## src/sv/scc_ram.sv

```systemverilog
`default_nettype none
module scc_ram #(
  parameter int unsigned Width = 8,
  parameter int unsigned Depth = 16
) (
  input  wire logic                     clk_i,
  input  wire logic                     we_i,
  input  wire logic [$clog2(Depth)-1:0] waddr_i,
  input  wire logic [Width-1:0]         wdata_i,
  input  wire logic [$clog2(Depth)-1:0] raddr_i,
  output logic      [Width-1:0]         rdata_o
);

  logic [Width-1:0] mem_q [Depth];

  always_ff @(posedge clk_i) begin
    if (we_i) begin
      mem_q[waddr_i] <= wdata_i;
    end
    rdata_o <= mem_q[raddr_i];
  end

endmodule
`default_nettype wire

```

## config.mk

```make
export PLATFORM = sky130hd
export DESIGN_NAME = scc_ram
export DESIGN_NICKNAME = d
export VERILOG_FILES = /design/src/sv/scc_ram.sv
export SDC_FILE = /design/constraint.sdc
export NUM_CORES = 1
export LEC_CHECK = 0
export BUFFER_PORTS_ARGS = -buffer_cell sky130_fd_sc_hd__buf_4
export CAP_MARGIN = 20
export CORE_ASPECT_RATIO = 0.9
export CORE_UTILIZATION = 60
export DETAILED_ROUTE_END_ITERATION = 6
export PLACE_DENSITY_LB_ADDON = 0.2
export SLEW_MARGIN = 5
export SYNTH_ARGS = -nofsm -noshare
export SYNTH_HDL_FRONTEND = slang
export SYNTH_SLANG_ARGS = --single-unit
```

## constraint.sdc

```tcl
create_clock -name clk_i -period 2.4 [get_ports clk_i]
set_clock_uncertainty 0.15 [all_clocks]
set_input_delay 0.12 -clock clk_i [delete_from_list [all_inputs] [get_ports clk_i]]
set_output_delay 0.12 -clock clk_i [all_outputs]
set_load 0.05 [all_outputs]
```

======== After elaboration in Yosys (flattened, before gate mapping) ========
Memory sizes are Yosys's and may differ from the RTL's. A register that Yosys moved wholly into a read port is not among the register bits.
Cells that the tools add are included.
operators by class
  add/sub/neg operators ................... 0
  multiply operators ...................... 0
  div/mod/pow operators ................... 0
  order comparisons ....................... 0
  eq/ne operators ......................... 0
  shifts and indexed selects .............. 0
  mux-type cells .......................... 2
  bitwise operators ....................... 0
  reduce and logical (&&, ||, !) cells .... 0
operator list
  kind    count
  $mux 1  2
word-level totals
  flip-flop bits (word level) ............. 0
  bits in latches ......................... 0
  bits in writable memories ............... 128
  memory bits (read-only) ................. 0
  word-level logic and storage cells ...... 3
  memories kept ........................... 1
memory list
  name   depth  width  read ports  clocked after memory_dff  write ports  line  RTL
  mem_q  16     8      1           1                         1            14    logic [Width-1:0] mem_q [Depth];

======== Longest topological paths before layout ========
  word-level depth ........................ 2
  gate-level depth with buffers ........... 5
  mapped depth without buffers ............ 3

======== Least setup slack after synthesis ========
Ideal clock, no wire load.
  path type ............................... in2reg
  start ................................... input waddr_i[2]
  end ..................................... memory mem_q[0][0] (enable)
  library setup time ...................... 0.383 ns
  arrival ................................. 1.230 ns
  data required time ...................... 1.867 ns
  path slack .............................. 0.637 ns
  stages on the path ...................... 2
  path buffers ............................ 0
  cells stage by stage .................... or3b_2 -> nor3_1
RTL lines
  what         line  RTL
  from (decl)  8     input wire logic [$clog2(Depth)-1:0] waddr_i,
  to (decl)    14
No word-level cell before the write port.

======== Worst setup path after layout ========
  start ................................... input waddr_i[1]
  end ..................................... memory mem_q[12][5] (enable)
No word-level cell before the write port.

==> flow_summary.yaml <==
timing:
  slew_violations: 0
  min_period_ns: 1.69
  layout_worst_path_cycle_share: 0.703
  rsz0062_at_grt: "no"
  maxSlewHeadroom: 0.459
  finalSetupTns_ns: 0
  setup_violations: 0
  timing.fmax_ghz: 0.593
  whs_ns: 0.0244
  hold_violations: 0
  max_slew.worst_pin.slew_ns: 0.809
  worst_slack_ns: 0.713
clock_tree:
  clock_latency_ns: 0.51
  clock_sinks: 136
  postCtsSetupBuffers: 0
  cts_tree: "done"
  cts_made_buffers: 17
  clkTransAtPathRegs_ns: 0.06
  cts_buffer_depth: 2
  cts-root-buf: "clkbuf_8"
  ctsResizeCount: 0
  cts-htree-levels: 4
placed_design:
  dp_hpwl_um: 5620
  place_ws_ns: 0.528
  io_buffers: 25
  gp_congestion: 0.736
  dp_cells: 376
  placed_area_mm2: 0.00553
grt:
  grt_pass1_wl_um: 14800
  grt_max_degree: 33
  overflow: 0
  antenna_found_initial: 0
  grt_use_total: 0.245
  grt_pass1_vias: 2568
detailed_routing:
  final_antenna_net_count: 0
  vias: 2459
  viasPerCell: 5.87
  drt_iter0_drc: 215
  wl_um: 9720
  drt-pass1-iter-count: 4
  route.detailed.wl_per_inst_um: 23.2
  route.detailed.drc: 0
synth:
  synth.area.mux_share: 0.150
  synth_top_cell_area_share: 0.747
  synth-compound-area-share: 0.0233
  yosys.area_share.adder: 0
  synthArstFlopShare: 0
  synth_xor_area_frac: 0
  ys_types: 19
  synthCells: 229
  yosysSeqAreaShare: 0.778
  yosys-top-cells-area: "edfxtp_1, mux4_2, mux4_1"
  ys_ff_latch: 136
  synth.largest_area_cell: "edfxtp_1"
  synthTopCellsByCount: "edfxtp_1, mux4_2, a22oi_1, mux4_1, nor2_1"
  synth_top_family_by_area: "multiplexers"
  ys.flop_type: "edfxtp_1"
  synthSimpleGateAreaFrac: 0.0318
  synth_edf_count: 128
  yosys_warnings: 0
  yosysMostFrequentCell: "edfxtp_1"
  syn-num-nets: 247
  syn_area_mm2: 0.00515
  syn_avg_cell_area_um2: 22.5
worst_setup_path:
  cp_slowest_cell: "dlygate4sd3_1"
  crit_chain: "dlygate4sd3_1 > buf_4 > nor3_1 > dlygate4sd3_1 > buf_4"
  cp_top_family: "buffers and inverters"
  cp.depth: 5
  startpoint: "waddr_i[1]"
  arrival_ns: 1.75
  r2r_start: "mem_q[0][0]$_DFFE_PP_"
  cp_max_fo: 8
  r2r_cells: 3
  startpoint_type: "input port"
  ff2ff_setup_slack_ns: 0.86
  required_ns: 2.47
  critical_path_buf_inv_count: 4
  worst_path_largest_cell_delay_ns: 0.57
  crit_type: "in2reg"
  crit_path_end_kind: "flop"
final_layout:
  drive_above_1_share: 0.293
  diodes: 0
  final_area_mm2: 0.00619
  area_growth_pct: 20.3
  fin_nets: 309
  fin_cells: 419
  final_core_util: 0.757
run_status:
  status: "complete, no violations"
floorplan:
  die_w_um: 99.6
  start_util: 0.629
  core_region_area_mm2: 0.00818
  ioPinCount: 26
  rows: 31
  dieHeight_um: 89.9
  dieArea_mm2: 0.00895
power:
  leakage_nw: 2.12
  ir_drop_mv: 0.520
  power_mw: 5.41
  power_density_mw_per_mm2: 873
hold_path:
  hold_path_depth: 4
  hp-class: "in2reg"
  holdCritStartpoint: "raddr_i[3]"
job:
  cap_violations: 0
cell usage in the layout (no fill, tap or decap), drive strengths merged:
cell           n
nand2          9
or3b           1
nand3          1
and2           1
and2b          1
nand2b         2
bufinv         2
nand3b         2
nor2          13
inv            1
a22oi         16
clkinvlp       4
edfxtp       128
clkinv         6
buf           42
mux4          32
nor3           4
dlygate4sd3   11
dfxtp          8
clkbuf        19
nor2b          1
where the power goes:
group          internal, mW  leakage (nW)  switching, mW  total [mW]
clock network          1.47         0.259          0.946        2.41
logic                 0.131         0.635          0.190       0.321
registers              2.66          1.22         0.0163        2.67
cell families (layout without fill, tap and decap cells):
| family | count (synthesis) | in the layout |
|---|---|---|
| flops | 136 | 136 |
| simple gates | 35 | 35 |
| mux | 32 | 32 |
| compound gates | 16 | 16 |
| buf+inv | 10 | 85 |
worst min-delay path, delay by kind of cell:
family / cells / cell delay (ns)
buf+inv: 1 / 0.09
compound gates: 1 / 0.21
simple gates: 2 / 0.21
sequential cells by signal (all words and copies together) (netlist names):
register / flops
mem_q: 128
rdata_o: 8
metal layers:
layer | global-route usage | wire, um | vias to the layer above
met4 | 0.0882 | 97 | 0
met3 | 0.0591 | 841 | 11
li1 | - | - | 1094
met5 | 0 | 0 | -
met1 | 0.353 | 3880 | 1245
met2 | 0.372 | 4890 | 109
layout make-up:
cell class	count	area, um2
fillers	448	1990
clock buffers	19	422
clock inverters	13	130
repair buffers	53	438
multi-input cells	83	1060
flip-flops and latches	136	4000
well taps	115	144
worst paths after layout:
| path | endpoint |
|---|---|
| setup / recovery | mem_q[12][5]$_DFFE_PP_ |
| setup reg to reg | rdata_o[0]$_DFF_P_ |
| hold / removal | rdata_o[7]$_DFF_P_ |
| hold reg to reg | rdata_o[3]$_DFF_P_ |
what timing repair did:
item                       CTS  global route
setup endpoints to repair    0             0
hold buffers                11             0
hold endpoints to repair   160             0
Note: power is estimated with default switching activity, not from simulation.
